--- src/sv/pafk_pkg.sv ---
// Package for the planar arm forward kinematics block.
// Holds widths, the rotation angle table, the state codes and the command struct.
// No dependencies.
package pafk_pkg;

   // Field and register widths
   localparam int ANGLE_W      = 16;
   localparam int POS_W        = 20;
   localparam int LINK_LEN_W   = 16;
   localparam int LINK_IDX_W   = 3;
   localparam int CSR_IDX_W    = 3;
   localparam int NUM_LINK_REGS = 6;
   localparam logic [LINK_LEN_W-1:0] LINK_LEN_RESET = 16'd256;

   // Rotation unit: Q4.30 values, angles in units of 2^-32 turn
   localparam int CORDIC_W     = 34;
   localparam int CORDIC_STEPS = 16;
   localparam int STEP_W       = 4;
   localparam int TRIG_W       = 16;
   localparam int PROD_W       = 33;

   localparam logic signed [CORDIC_W-1:0] CORDIC_X_INIT = 34'sd652032874;
   localparam logic signed [CORDIC_W-1:0] QUARTER_TURN  = 34'sd1073741824;
   localparam logic signed [CORDIC_W-1:0] HALF_TURN     = 34'sd2147483648;

   // atan(2^-i) in units of 2^-32 turn
   localparam logic signed [CORDIC_W-1:0] ATAN_TABLE [CORDIC_STEPS] = '{
      34'sh20000000, 34'sh12E4051E, 34'sh09FB385B, 34'sh051111D4,
      34'sh028B0D43, 34'sh0145D7E1, 34'sh00A2F61E, 34'sh00517C55,
      34'sh0028BE53, 34'sh00145F2F, 34'sh000A2F98, 34'sh000517CC,
      34'sh00028BE6, 34'sh000145F3, 34'sh0000A2FA, 34'sh0000517D
   };

   // Controller states, one-hot
   typedef enum logic [6:0] {
      ST_IDLE    = 7'b0000001,
      ST_ROTATE  = 7'b0000010,
      ST_TRIG    = 7'b0000100,
      ST_SCALE_X = 7'b0001000,
      ST_SCALE_Y = 7'b0010000,
      ST_ACC_Y   = 7'b0100000,
      ST_DELIVER = 7'b1000000
   } pafk_state_type;

   // Commands from controller to datapath
   typedef struct packed {
      logic              start;
      logic              rotate;
      logic [STEP_W-1:0] step;
      logic              trig;
      logic              scale_x;
      logic              scale_y;
      logic              acc_y;
      logic              deliver;
   } pafk_cmd_type;

endpackage

--- src/sv/pafk_if.sv ---
// Request and response channel interfaces for the planar arm block.
// Valid/ready handshake with payload; no dependencies.
interface pafk_req_if;
   logic               valid;
   logic               ready;
   logic signed [15:0] joint_angle;
   logic               last_joint;

   modport source (output valid, output joint_angle, output last_joint, input ready);
   modport sink   (input valid, input joint_angle, input last_joint, output ready);
endinterface

interface pafk_rsp_if;
   logic               valid;
   logic               ready;
   logic [2:0]         link_index;
   logic signed [19:0] end_x;
   logic signed [19:0] end_y;
   logic               chain_done;

   modport source (output valid, output link_index, output end_x, output end_y,
                   output chain_done, input ready);
   modport sink   (input valid, input link_index, input end_x, input end_y,
                   input chain_done, output ready);
endinterface

--- src/sv/planar_arm_forward_kinematics.sv ---
// Planar serial arm forward kinematics: one joint angle in, one link end point out.
// After a request is accepted the block runs 16 rotation steps, one trig step, two multiply
// steps and one accumulate step, then loads the result register once the output slot is free.
// A new request is taken only after the last one is delivered; the 16-step shift-add sine/cosine loop is not pipelined.
// Synchronous active-high reset clears the chain state and sets link lengths to 1.0.
// Depends on pafk_pkg, pafk_if, pafk_ctrl and pafk_dp.
module planar_arm_forward_kinematics #(
   parameter int N_JOINTS = 6
) (
   input  logic                              clock,
   input  logic                              reset,
   pafk_req_if.sink                          req_ch,
   pafk_rsp_if.source                        rsp_ch,
   input  logic                              csr_write_en,
   input  logic [pafk_pkg::CSR_IDX_W-1:0]    csr_index,
   input  logic [pafk_pkg::LINK_LEN_W-1:0]   csr_write_data
);
   import pafk_pkg::*;

   pafk_cmd_type cmd;

   // Sequence each request
   pafk_ctrl u_ctrl (
      .clock     (clock),
      .reset     (reset),
      .req_valid (req_ch.valid),
      .req_ready (req_ch.ready),
      .rsp_valid (rsp_ch.valid),
      .rsp_ready (rsp_ch.ready),
      .cmd       (cmd)
   );

   // Compute the link end point
   pafk_dp #(
      .N_JOINTS (N_JOINTS)
   ) u_dp (
      .clock          (clock),
      .reset          (reset),
      .cmd            (cmd),
      .csr_write_en   (csr_write_en),
      .csr_index      (csr_index),
      .csr_write_data (csr_write_data),
      .joint_angle    (req_ch.joint_angle),
      .last_joint     (req_ch.last_joint),
      .link_index     (rsp_ch.link_index),
      .end_x          (rsp_ch.end_x),
      .end_y          (rsp_ch.end_y),
      .chain_done     (rsp_ch.chain_done)
   );

endmodule

--- src/sv/pafk_ctrl.sv ---
// Controller for the planar arm block: sequences accept, rotation, scaling and delivery.
// Depends on pafk_pkg for state codes and the command struct.
module pafk_ctrl (
   input  logic                  clock,
   input  logic                  reset,
   input  logic                  req_valid,
   output logic                  req_ready,
   output logic                  rsp_valid,
   input  logic                  rsp_ready,
   output pafk_pkg::pafk_cmd_type cmd
);
   import pafk_pkg::*;

   pafk_state_type    state_ff, state_in;
   logic [STEP_W-1:0] step_ff, step_in;
   logic              rsp_valid_ff, rsp_valid_in;
   logic              slot_free;
   logic              accept;

   // Output slot frees when empty or when its response is taken this cycle
   assign slot_free = !rsp_valid_ff || rsp_ready;
   assign req_ready = (state_ff == ST_IDLE);
   assign accept    = req_valid && req_ready;
   assign rsp_valid = rsp_valid_ff;

   // Next state
   always_comb begin
      state_in = state_ff;
      unique case (state_ff)
         ST_IDLE:    if (req_valid) state_in = ST_ROTATE;
         ST_ROTATE:  if (step_ff == STEP_W'(CORDIC_STEPS - 1)) state_in = ST_TRIG;
         ST_TRIG:    state_in = ST_SCALE_X;
         ST_SCALE_X: state_in = ST_SCALE_Y;
         ST_SCALE_Y: state_in = ST_ACC_Y;
         ST_ACC_Y:   state_in = ST_DELIVER;
         ST_DELIVER: if (slot_free) state_in = ST_IDLE;
         default:    state_in = ST_IDLE;
      endcase
   end

   // Rotation step counter: clear on accept, advance each rotation cycle
   always_comb begin
      step_in = step_ff;
      if (accept) begin
         step_in = '0;
      end else if (state_ff == ST_ROTATE) begin
         step_in = step_ff + STEP_W'(1);
      end
   end

   // Hold the result valid until taken
   always_comb begin
      rsp_valid_in = rsp_valid_ff;
      if (cmd.deliver) begin
         rsp_valid_in = 1'b1;
      end else if (rsp_ready) begin
         rsp_valid_in = 1'b0;
      end
   end

   // Commands to the datapath
   always_comb begin
      cmd         = '0;
      cmd.start   = accept;
      cmd.rotate  = (state_ff == ST_ROTATE);
      cmd.step    = step_ff;
      cmd.trig    = (state_ff == ST_TRIG);
      cmd.scale_x = (state_ff == ST_SCALE_X);
      cmd.scale_y = (state_ff == ST_SCALE_Y);
      cmd.acc_y   = (state_ff == ST_ACC_Y);
      cmd.deliver = (state_ff == ST_DELIVER) && slot_free;
   end

   always_ff @(posedge clock) begin
      if (reset) begin
         state_ff     <= ST_IDLE;
         step_ff      <= '0;
         rsp_valid_ff <= 1'b0;
      end else begin
         state_ff     <= state_in;
         step_ff      <= step_in;
         rsp_valid_ff <= rsp_valid_in;
      end
   end

endmodule

--- src/sv/pafk_dp.sv ---
// Datapath for the planar arm block: link length registers, angle and tip
// accumulators, shift-add sine/cosine unit, shared multiplier and result register.
// Depends on pafk_pkg.
module pafk_dp #(
   parameter int N_JOINTS = 6
) (
   input  logic                                 clock,
   input  logic                                 reset,
   input  pafk_pkg::pafk_cmd_type               cmd,
   input  logic                                 csr_write_en,
   input  logic [pafk_pkg::CSR_IDX_W-1:0]       csr_index,
   input  logic [pafk_pkg::LINK_LEN_W-1:0]      csr_write_data,
   input  logic [pafk_pkg::ANGLE_W-1:0]         joint_angle,
   input  logic                                 last_joint,
   output logic [pafk_pkg::LINK_IDX_W-1:0]      link_index,
   output logic signed [pafk_pkg::POS_W-1:0]    end_x,
   output logic signed [pafk_pkg::POS_W-1:0]    end_y,
   output logic                                 chain_done
);
   import pafk_pkg::*;

   logic [LINK_LEN_W-1:0]       link_len_ff [NUM_LINK_REGS];
   logic [ANGLE_W-1:0]          angle_total_ff;
   logic signed [POS_W-1:0]     tip_x_ff, tip_y_ff;
   logic [LINK_IDX_W-1:0]       link_count_ff;
   logic                        last_ff;

   logic signed [CORDIC_W-1:0]  x_ff, y_ff, z_ff;
   logic                        flip_ff;
   logic signed [TRIG_W-1:0]    cos_ff, sin_ff;
   logic signed [PROD_W-1:0]    prod_ff;

   logic [LINK_IDX_W-1:0]       out_index_ff;
   logic signed [POS_W-1:0]     out_x_ff, out_y_ff;
   logic                        out_done_ff;

   logic [ANGLE_W-1:0]          angle_in;
   logic signed [CORDIC_W-1:0]  z_raw, z_fold;
   logic                        flip_in;
   logic signed [CORDIC_W-1:0]  x_sh, y_sh, x_neg, y_neg;
   logic [LINK_LEN_W-1:0]       len_sel;
   logic signed [TRIG_W-1:0]    trig_sel;
   logic signed [PROD_W-1:0]    prod_in;
   logic signed [PROD_W-16:0]   prod_q;
   logic signed [POS_W-1:0]     tip_step;
   logic                        done;

   // Floor a Q4.30 value to Q1.15 and saturate
   function automatic logic signed [TRIG_W-1:0] sat_q15(input logic signed [CORDIC_W-1:0] v);
      logic signed [CORDIC_W-1:0] r;
      r = v >>> 15;
      if (r > 34'sd32767) begin
         sat_q15 = 16'sh7FFF;
      end else if (r < -34'sd32768) begin
         sat_q15 = 16'sh8000;
      end else begin
         sat_q15 = r[TRIG_W-1:0];
      end
   endfunction

   // New angle sum and fold into the right half plane
   assign angle_in = angle_total_ff + joint_angle;
   assign z_raw    = {{2{angle_in[ANGLE_W-1]}}, angle_in, 16'h0000};
   always_comb begin
      z_fold  = z_raw;
      flip_in = 1'b0;
      if (z_raw > QUARTER_TURN) begin
         z_fold  = z_raw - HALF_TURN;
         flip_in = 1'b1;
      end else if (z_raw < -QUARTER_TURN) begin
         z_fold  = z_raw + HALF_TURN;
         flip_in = 1'b1;
      end
   end

   // Shifted operands for one rotation step
   assign x_sh  = x_ff >>> cmd.step;
   assign y_sh  = y_ff >>> cmd.step;
   assign x_neg = flip_ff ? -x_ff : x_ff;
   assign y_neg = flip_ff ? -y_ff : y_ff;

   // Shared multiplier: length times cosine, then length times sine
   assign len_sel  = (link_count_ff < LINK_IDX_W'(NUM_LINK_REGS)) ?
                     link_len_ff[link_count_ff] : '0;
   assign trig_sel = cmd.scale_x ? cos_ff : sin_ff;
   assign prod_in  = $signed({1'b0, len_sel}) * trig_sel;
   assign prod_q   = prod_ff[PROD_W-1:15];
   assign tip_step = {{(POS_W - (PROD_W - 15)){prod_q[PROD_W-16]}}, prod_q};

   // Chain ends on the marked joint or on the last configured link
   assign done = last_ff ||
                 (({1'b0, link_count_ff} + 4'd1) >= 4'(N_JOINTS));

   // Link length registers
   always_ff @(posedge clock) begin
      if (reset) begin
         for (int i = 0; i < NUM_LINK_REGS; i++) begin
            link_len_ff[i] <= LINK_LEN_RESET;
         end
      end else if (csr_write_en && (csr_index < CSR_IDX_W'(NUM_LINK_REGS))) begin
         link_len_ff[csr_index] <= csr_write_data;
      end
   end

   // Chain accumulators: update per request, clear at chain end
   always_ff @(posedge clock) begin
      if (reset) begin
         angle_total_ff <= '0;
         tip_x_ff       <= '0;
         tip_y_ff       <= '0;
         link_count_ff  <= '0;
      end else begin
         if (cmd.start) begin
            angle_total_ff <= angle_in;
         end
         if (cmd.scale_y) begin
            tip_x_ff <= tip_x_ff + tip_step;
         end
         if (cmd.acc_y) begin
            tip_y_ff <= tip_y_ff + tip_step;
         end
         if (cmd.deliver) begin
            if (done) begin
               angle_total_ff <= '0;
               tip_x_ff       <= '0;
               tip_y_ff       <= '0;
               link_count_ff  <= '0;
            end else begin
               link_count_ff  <= link_count_ff + LINK_IDX_W'(1);
            end
         end
      end
   end

   // Rotation unit, trig registers, product and result payload
   always_ff @(posedge clock) begin
      if (cmd.start) begin
         x_ff    <= CORDIC_X_INIT;
         y_ff    <= '0;
         z_ff    <= z_fold;
         flip_ff <= flip_in;
         last_ff <= last_joint;
      end else if (cmd.rotate) begin
         if (!z_ff[CORDIC_W-1]) begin
            x_ff <= x_ff - y_sh;
            y_ff <= y_ff + x_sh;
            z_ff <= z_ff - ATAN_TABLE[cmd.step];
         end else begin
            x_ff <= x_ff + y_sh;
            y_ff <= y_ff - x_sh;
            z_ff <= z_ff + ATAN_TABLE[cmd.step];
         end
      end
      if (cmd.trig) begin
         cos_ff <= sat_q15(x_neg);
         sin_ff <= sat_q15(y_neg);
      end
      if (cmd.scale_x || cmd.scale_y) begin
         prod_ff <= prod_in;
      end
      if (cmd.deliver) begin
         out_index_ff <= link_count_ff;
         out_x_ff     <= tip_x_ff;
         out_y_ff     <= tip_y_ff;
         out_done_ff  <= done;
      end
   end

   assign link_index = out_index_ff;
   assign end_x      = out_x_ff;
   assign end_y      = out_y_ff;
   assign chain_done = out_done_ff;

endmodule

--- src/flat_wrapper.sv ---
// flat-port wrapper written by rule: the top's interface ports become plain ports
module planar_arm_forward_kinematics_flat import pafk_pkg::*;
#(
   parameter int N_JOINTS = 6
)
  (clock, reset, csr_write_en, csr_index, csr_write_data, req_ch_valid, req_ch_joint_angle, req_ch_last_joint, req_ch_ready, rsp_ch_valid, rsp_ch_link_index, rsp_ch_end_x, rsp_ch_end_y, rsp_ch_chain_done, rsp_ch_ready);
  pafk_req_if req_ch_i ();
  pafk_rsp_if rsp_ch_i ();
  input  logic clock;
  input  logic reset;
  input  logic csr_write_en;
  input  logic [pafk_pkg::CSR_IDX_W-1:0] csr_index;
  input  logic [pafk_pkg::LINK_LEN_W-1:0] csr_write_data;
  input wire logic [$bits(req_ch_i.valid)-1:0] req_ch_valid;
  input wire logic [$bits(req_ch_i.joint_angle)-1:0] req_ch_joint_angle;
  input wire logic [$bits(req_ch_i.last_joint)-1:0] req_ch_last_joint;
  output wire logic [$bits(req_ch_i.ready)-1:0] req_ch_ready;
  output wire logic [$bits(rsp_ch_i.valid)-1:0] rsp_ch_valid;
  output wire logic [$bits(rsp_ch_i.link_index)-1:0] rsp_ch_link_index;
  output wire logic [$bits(rsp_ch_i.end_x)-1:0] rsp_ch_end_x;
  output wire logic [$bits(rsp_ch_i.end_y)-1:0] rsp_ch_end_y;
  output wire logic [$bits(rsp_ch_i.chain_done)-1:0] rsp_ch_chain_done;
  input wire logic [$bits(rsp_ch_i.ready)-1:0] rsp_ch_ready;
  assign req_ch_i.valid = req_ch_valid;
  assign req_ch_i.joint_angle = req_ch_joint_angle;
  assign req_ch_i.last_joint = req_ch_last_joint;
  assign req_ch_ready = req_ch_i.ready;
  assign rsp_ch_valid = rsp_ch_i.valid;
  assign rsp_ch_link_index = rsp_ch_i.link_index;
  assign rsp_ch_end_x = rsp_ch_i.end_x;
  assign rsp_ch_end_y = rsp_ch_i.end_y;
  assign rsp_ch_chain_done = rsp_ch_i.chain_done;
  assign rsp_ch_i.ready = rsp_ch_ready;
  planar_arm_forward_kinematics #(.N_JOINTS(N_JOINTS)) u_core (.clock(clock), .reset(reset), .req_ch(req_ch_i), .rsp_ch(rsp_ch_i), .csr_write_en(csr_write_en), .csr_index(csr_index), .csr_write_data(csr_write_data));
endmodule
--- config.mk ---
export PLATFORM = sky130hd
export DESIGN_NAME = planar_arm_forward_kinematics_flat
export DESIGN_NICKNAME = d
export VERILOG_FILES = /design/src/sv/pafk_pkg.sv /design/src/sv/pafk_if.sv /design/src/sv/planar_arm_forward_kinematics.sv /design/src/sv/pafk_ctrl.sv /design/src/sv/pafk_dp.sv /design/src/flat_wrapper.sv
export SDC_FILE = /design/constraint.sdc
export NUM_CORES = 2
export LEC_CHECK = 0
export ABC_AREA = 1
export BUFFER_PORTS_ARGS = -buffer_cell sky130_fd_sc_hd__buf_2
export CORE_UTILIZATION = 50
export CTS_CLUSTER_SIZE = 28
export DETAILED_ROUTE_END_ITERATION = 10
export GPL_TIMING_DRIVEN = 0
export PLACE_DENSITY = 0.66
export RECOVER_POWER = 50
export SYNTH_ARGS = -nofsm -noshare
export SYNTH_HDL_FRONTEND = slang
export SYNTH_SLANG_ARGS = --single-unit
--- constraint.sdc ---
create_clock -name clock -period 10.6 [get_ports clock]
set_clock_uncertainty 0.2 [all_clocks]
set_input_delay 1.06 -clock clock [delete_from_list [all_inputs] [get_ports clock]]
set_output_delay 1.06 -clock clock [all_outputs]
set_load 0.05 [all_outputs]
# == Word level (Yosys, flattened, before mapping) ==
# Memories as Yosys holds them, arrays and structs flattened. A register that Yosys moved wholly into a read port is not among the register bits.
# Cells that the tools add are included.
# totals
reg_bits,284
ramBits,96
rom_bits,544
out_inout_bits,46
elab_cells,116
mem_count,2
# classes
add_sub_neg,16
mul,1
order_cmp,10
eq_ne,11
shifts,2
n_mux,42
bitwise,1
n_reduce_logical,12
# memory_table
memory,words,width,read_ports,rd_clocked_by_memory_dff,wr,line_no,rtl
(name not given),16,34,1,0,0,pafk_dp.sv:151,z_ff <= z_ff + ATAN_TABLE[cmd.step];
u_core.u_dp.link_len_ff,6,16,1,1,6,pafk_dp.sv:22,logic [LINK_LEN_W-1:0] link_len_ff [NUM_LINK_REGS];
# ops
operator,n
34-bit two-way mux,11
16-bit two-way mux,8
20-bit two-way mux,6
34-bit adder,3
34-bit subtractor,3
34-bit negation,2
34-bit by 4-bit >>> shifter with 34-bit output,2
7-bit one-hot mux with 7 select lines,1
20-bit by 18-bit adder with 20-bit output,2
"19-bit by 16-bit > comparator with 1-bit output, second input constant",2
"19-bit by 16-bit < comparator with 1-bit output, second input constant",2
"32-bit by 33-bit adder with 34-bit output, second input constant",1
"32-bit by 33-bit subtractor with 34-bit output, second input constant",1
17-bit by 16-bit multiplier with 33-bit output,1
"32-bit > comparator, second input constant",1
"32-bit by 31-bit < comparator with 1-bit output, second input constant",1
7-bit two-way mux,3
16-bit adder,1
16-bit OR reduction,1
3-bit two-way mux,4
1-bit two-way mux,9
"7-bit by 1-bit equality test with 1-bit output, second input constant",1
"7-bit by 2-bit equality test with 1-bit output, second input constant",1
"7-bit by 3-bit equality test with 1-bit output, second input constant",1
19 further kinds,27

# == Depth between registers and ports, before layout ==
# depth
word_depth,8
depth_mapped,35
depth_no_buf,33

# == By module ==
# From an unflattened synthesis, not the netlist that was laid out.
# hier_totals
cells_unflattened,5221
hier_area_um2,38448.1
# modules_own_cells
module,instances,cells_per_inst,area_per_inst_um2,seq_area_each_um2
pafk_dp,1,5121,37753.7,10349.9
pafk_ctrl,1,100,694.4,240.2

# == Worst setup path before layout ==
# No wires, ideal clock.
# synth_path
kind,reg2reg
startpoint,register (tool-made name)
endpoint,"register u_core.u_dp.prod_ff[28], data pin"
setup_time_ps,258
arrival_ps,6329
required_ps,10142
setup_slack_ps,3813
stages_incl_launch_ff,29
path_cell_list,dfxtp_1 > buf_2 > clkbuf_1 > clkbuf_1 > o21ai_0 > o22ai_1 > nand2_1 > nand2_1 > nand2_1 > inv_1 > nand2_1 > fa_1 > fa_1 > inv_1 > fa_1 > fa_1 > fa_1 > inv_1 > fa_1 > inv_1 > ha_1 > nand2_1 > nor2_1 > inv_1 > nor2_1 > nand2_1 > o21ai_0 > a21oi_1 > xnor2_1
# synth_rtl
item,line_no,rtl
"end signal, assigned",pafk_dp.sv:159,prod_ff <= prod_in;
"end, declared",pafk_dp.sv:31,logic signed [PROD_W-1:0] prod_ff;

==> out/qor.yml <==
crit_path_top_delay_cell: "fa_1"
dr.pass1.iters: 8
slew_violations: 18
synth_edf_count: 258
power_leakage_nw: 20.6
grt_max_degree: 35
syn_area_sq_mm: 0.0387
clock_path_buffers: 3
seq_area_frac_synth_pct: 27.3
drive_above_1_share_pct: 4.67
fin_util_pct: 55.3
drtIter0Drc: 3359
endpoint_kind: "register"
wl_mm: 130
postSynthCellCount: 5355
clkTransAtPathRegs_ns: 0.06
reg2reg_slack_ns: 1.63
fillers: 7664
syn2layout_area_growth_pct: 9.02
failed_checks: "max-capacitance violations, max-slew violations"
hp-class: "register to register"
cts_resized: 0
yosysTopAreaCellShare_pct: 20.0
synth.area.top_cells: "edfxtp_1 (20%), nand2_1 (12%), fa_1 (10%), ha_1 (9.1%), inv_1 (7.4%)"
crit_required_ns: 10.73
cts_made_buffers: 48
track_usage_pct: 33.2
cts-root-buf: "clkbuf_16"
yosys-top-cells-count: "nand2_1 (1,262), inv_1 (764), nor2_1 (617)"
place_congestion: 1.00
hold_violations: 0
cts_htree_levels: 2
hpwlAfterDp_mm: 103
postCtsHoldBufs: 0
rsz0062_at_grt: "no"
grt_pass1_wl_mm: 201
synth_most_common_cell: "nand2_1"
synth.area.mux_share_pct: 0.0291
port_buffers: 86
critPathMaxStageDelay_ns: 0.63
coreArea_sq_mm: 0.0763
max_freq_mhz: 111
vias_per_cell: 5.59
status: "finished, violations left"
rows: 101
peakVddDrop_v: 0.000469
yosysTopAreaCell: "edfxtp_1"
hold_path_end: "u_core.u_dp.end_y[19]"
worstSetupPathType: "register to register"
diodes: 0
postCtsSetupBuffers: 0
ys_ff_latch: 400
fp.dieW_um: 280
postRouteAntennaNets: 0
drt-wirelength-per-cell_um: 19.7
holdPathStages: 0
synth_xor_area_share_pct: 4.52
clock_sinks: 400
ys_types: 63
grt_overflow: 0
tritoncts: "built"
critPathBufInv: 8
drv_cap: 2
vias: 36900
cp.arrival_ns: 9.10
grt_pass1_vias: 35700
crit_path_start_kind: "register"
synth_warnings: 0
path_max_fanout: 10
synth_top_family_by_area: "simple AND/OR/NAND/NOR gates"
synth-async-reset-ratio_pct: 0
fin_tns_setup_ns: 0
insertion_delay_ns: 0.63
synth_compound_area_share_pct: 12.4
cpLargestDelayFamily: "adder cells"
synthSimpleGateAreaFrac_pct: 26.5
drcViolationCount: 0
r2r_end: "u_core.u_dp.prod_ff[28]"
slew_headroom_pct: -29.7
nets: 6045
powerDensity_mw_per_mm2: 351
dieArea_sq_mm: 0.0786
ys.flop_type: "edfxtp_1"
setup_viol: 0
start_util_pct: 50.8
reg2reg_depth: 28
tightestPinTransition_ns: 1.93
synth.avg_cell_area_sq_um: 7.23
finalWorstPathRequiredPeriod_ns: 8.97
synth_fa_ha_area_share_pct: 19.4
hp-start: "u_core.u_dp.tip_y_ff[19]"
ios: 87
min_period_over_period_pct: 84.6
die_h_um: 280
grt_antenna_before_repair: 0
[report_power, final]
part,internal (mW),switching (mW)
combinational,3.67,7.00
clock,1.06,0.745
sequential,2.13,0.230
[stage by stage]
step	instance area [sq um]	hold WS [ns]	total power [mW]	worst slack, ns	instances
after floorplan	38900	0.208	9.93	3.81	5386
after global placement	40600	0.218	12.8	1.80	6502
after detailed placement	40600	0.220	12.9	1.75	6504
after CTS	42300	0.234	14.8	1.71	6594
after global routing	42200	0.257	16.3	1.12	6594
final	42200	0.237	14.8	1.63	6594
[layer usage]
layer / vias up / track usage [%] / part of all wire (%)
li1: 17800 / - / -
met1: 17300 / 42.5 / 41
met2: 1447 / 54.8 / 46
met3: 322 / 4.45 / 7.0
met4: 0 / 16.8 / 5.5
met5: - / 0 / 0
[worst reg2reg max path: cells and delay by family, from the launching register on]
kind                     cells  cell delay [ns]
flip-flops                   1             0.43
AND/OR/NAND/NOR              8             1.33
XOR/XNOR                     1             0.15
AO/OA/AOI/OAI                4             0.94
adder cells (fa/ha/maj)      7             3.74
buffers and inverters        8             1.90
[how the worst max path moves through the flow]
stage | start | to | depth (start not counted)
detailed placement | register | u_core.u_dp.prod_ff[28] | 28
finish | register | u_core.u_dp.prod_ff[28] | 28
global placement | register | u_core.u_dp.prod_ff[28] | 28
floorplan | register | u_core.u_dp.prod_ff[28] | 28
global route | register | u_core.u_dp.prod_ff[28] | 28
CTS | register | u_core.u_dp.prod_ff[28] | 28
[sequential cells by signal, indices dropped and copies added, names as in the netlist, named ones only]
register                    count
u_core.u_dp.cos_ff             16
u_core.u_dp.end_y              20
u_core.u_ctrl.rsp_valid         1
u_core.u_dp.tip_y_ff           20
u_core.u_dp.flip_ff             1
u_core.u_dp.link_index          3
u_core.u_dp.x_ff               34
u_core.u_dp.y_ff               34
u_core.u_dp.prod_ff            18
u_core.u_dp.angle_total_ff     16
u_core.u_dp.z_ff               34
u_core.u_dp.end_x              20
u_core.u_dp.link_count_ff       3
u_core.u_dp.tip_x_ff           20
u_core.u_ctrl.step_ff           4
u_core.u_dp.last_ff             1
u_core.u_dp.chain_done          1
u_core.u_dp.link_len_ff       128
u_core.u_ctrl.state_ff          7
u_core.u_dp.sin_ff             16
[logic make-up after synthesis]
kind of cell	after synthesis
adder cells (fa/ha/maj)	480
AO/OA/AOI/OAI	850
XOR/XNOR	200
other	1
AND/OR/NAND/NOR	2464
flip-flops	400
buffers and inverters	959
multiplexers	1
[area by class of cell]
type | instances | area [sq um] | area share [%]
timing repair buffer | 88 | 387 | 0.915
tap | 1030 | 1290 | 3.05
sequential | 400 | 10600 | 25.1
inverter | 785 | 2950 | 6.99
clock inverter | 34 | 488 | 1.16
multi-input combinational | 4027 | 24500 | 57.9
buffer | 174 | 827 | 1.96
clock buffer | 56 | 1240 | 2.94
[cells in the final DEF (no fill, tap or decap), types with 15 or more instances in the layout]
cell type     n
nand3_1     388
conb_1       32
edfxtp_1    258
o211ai_1     55
o21ai_0     292
o22ai_1      28
buf_1        15
ha_1        281
or2_2        26
nor3_1       40
clkbuf_1    160
o21ai_1      21
inv_1       764
a21o_1       16
o21bai_1     27
nor2_1      620
fa_1        199
dfxtp_1     142
clkinv_1     16
o21a_1       24
nand2_1    1261
a31oi_1      33
nor4_1       20
xnor2_1      65
xor2_1      135
nand4_1      49
buf_2        70
clkbuf_16    48
a21oi_1     304
Power figures use the tool's default switching activity.
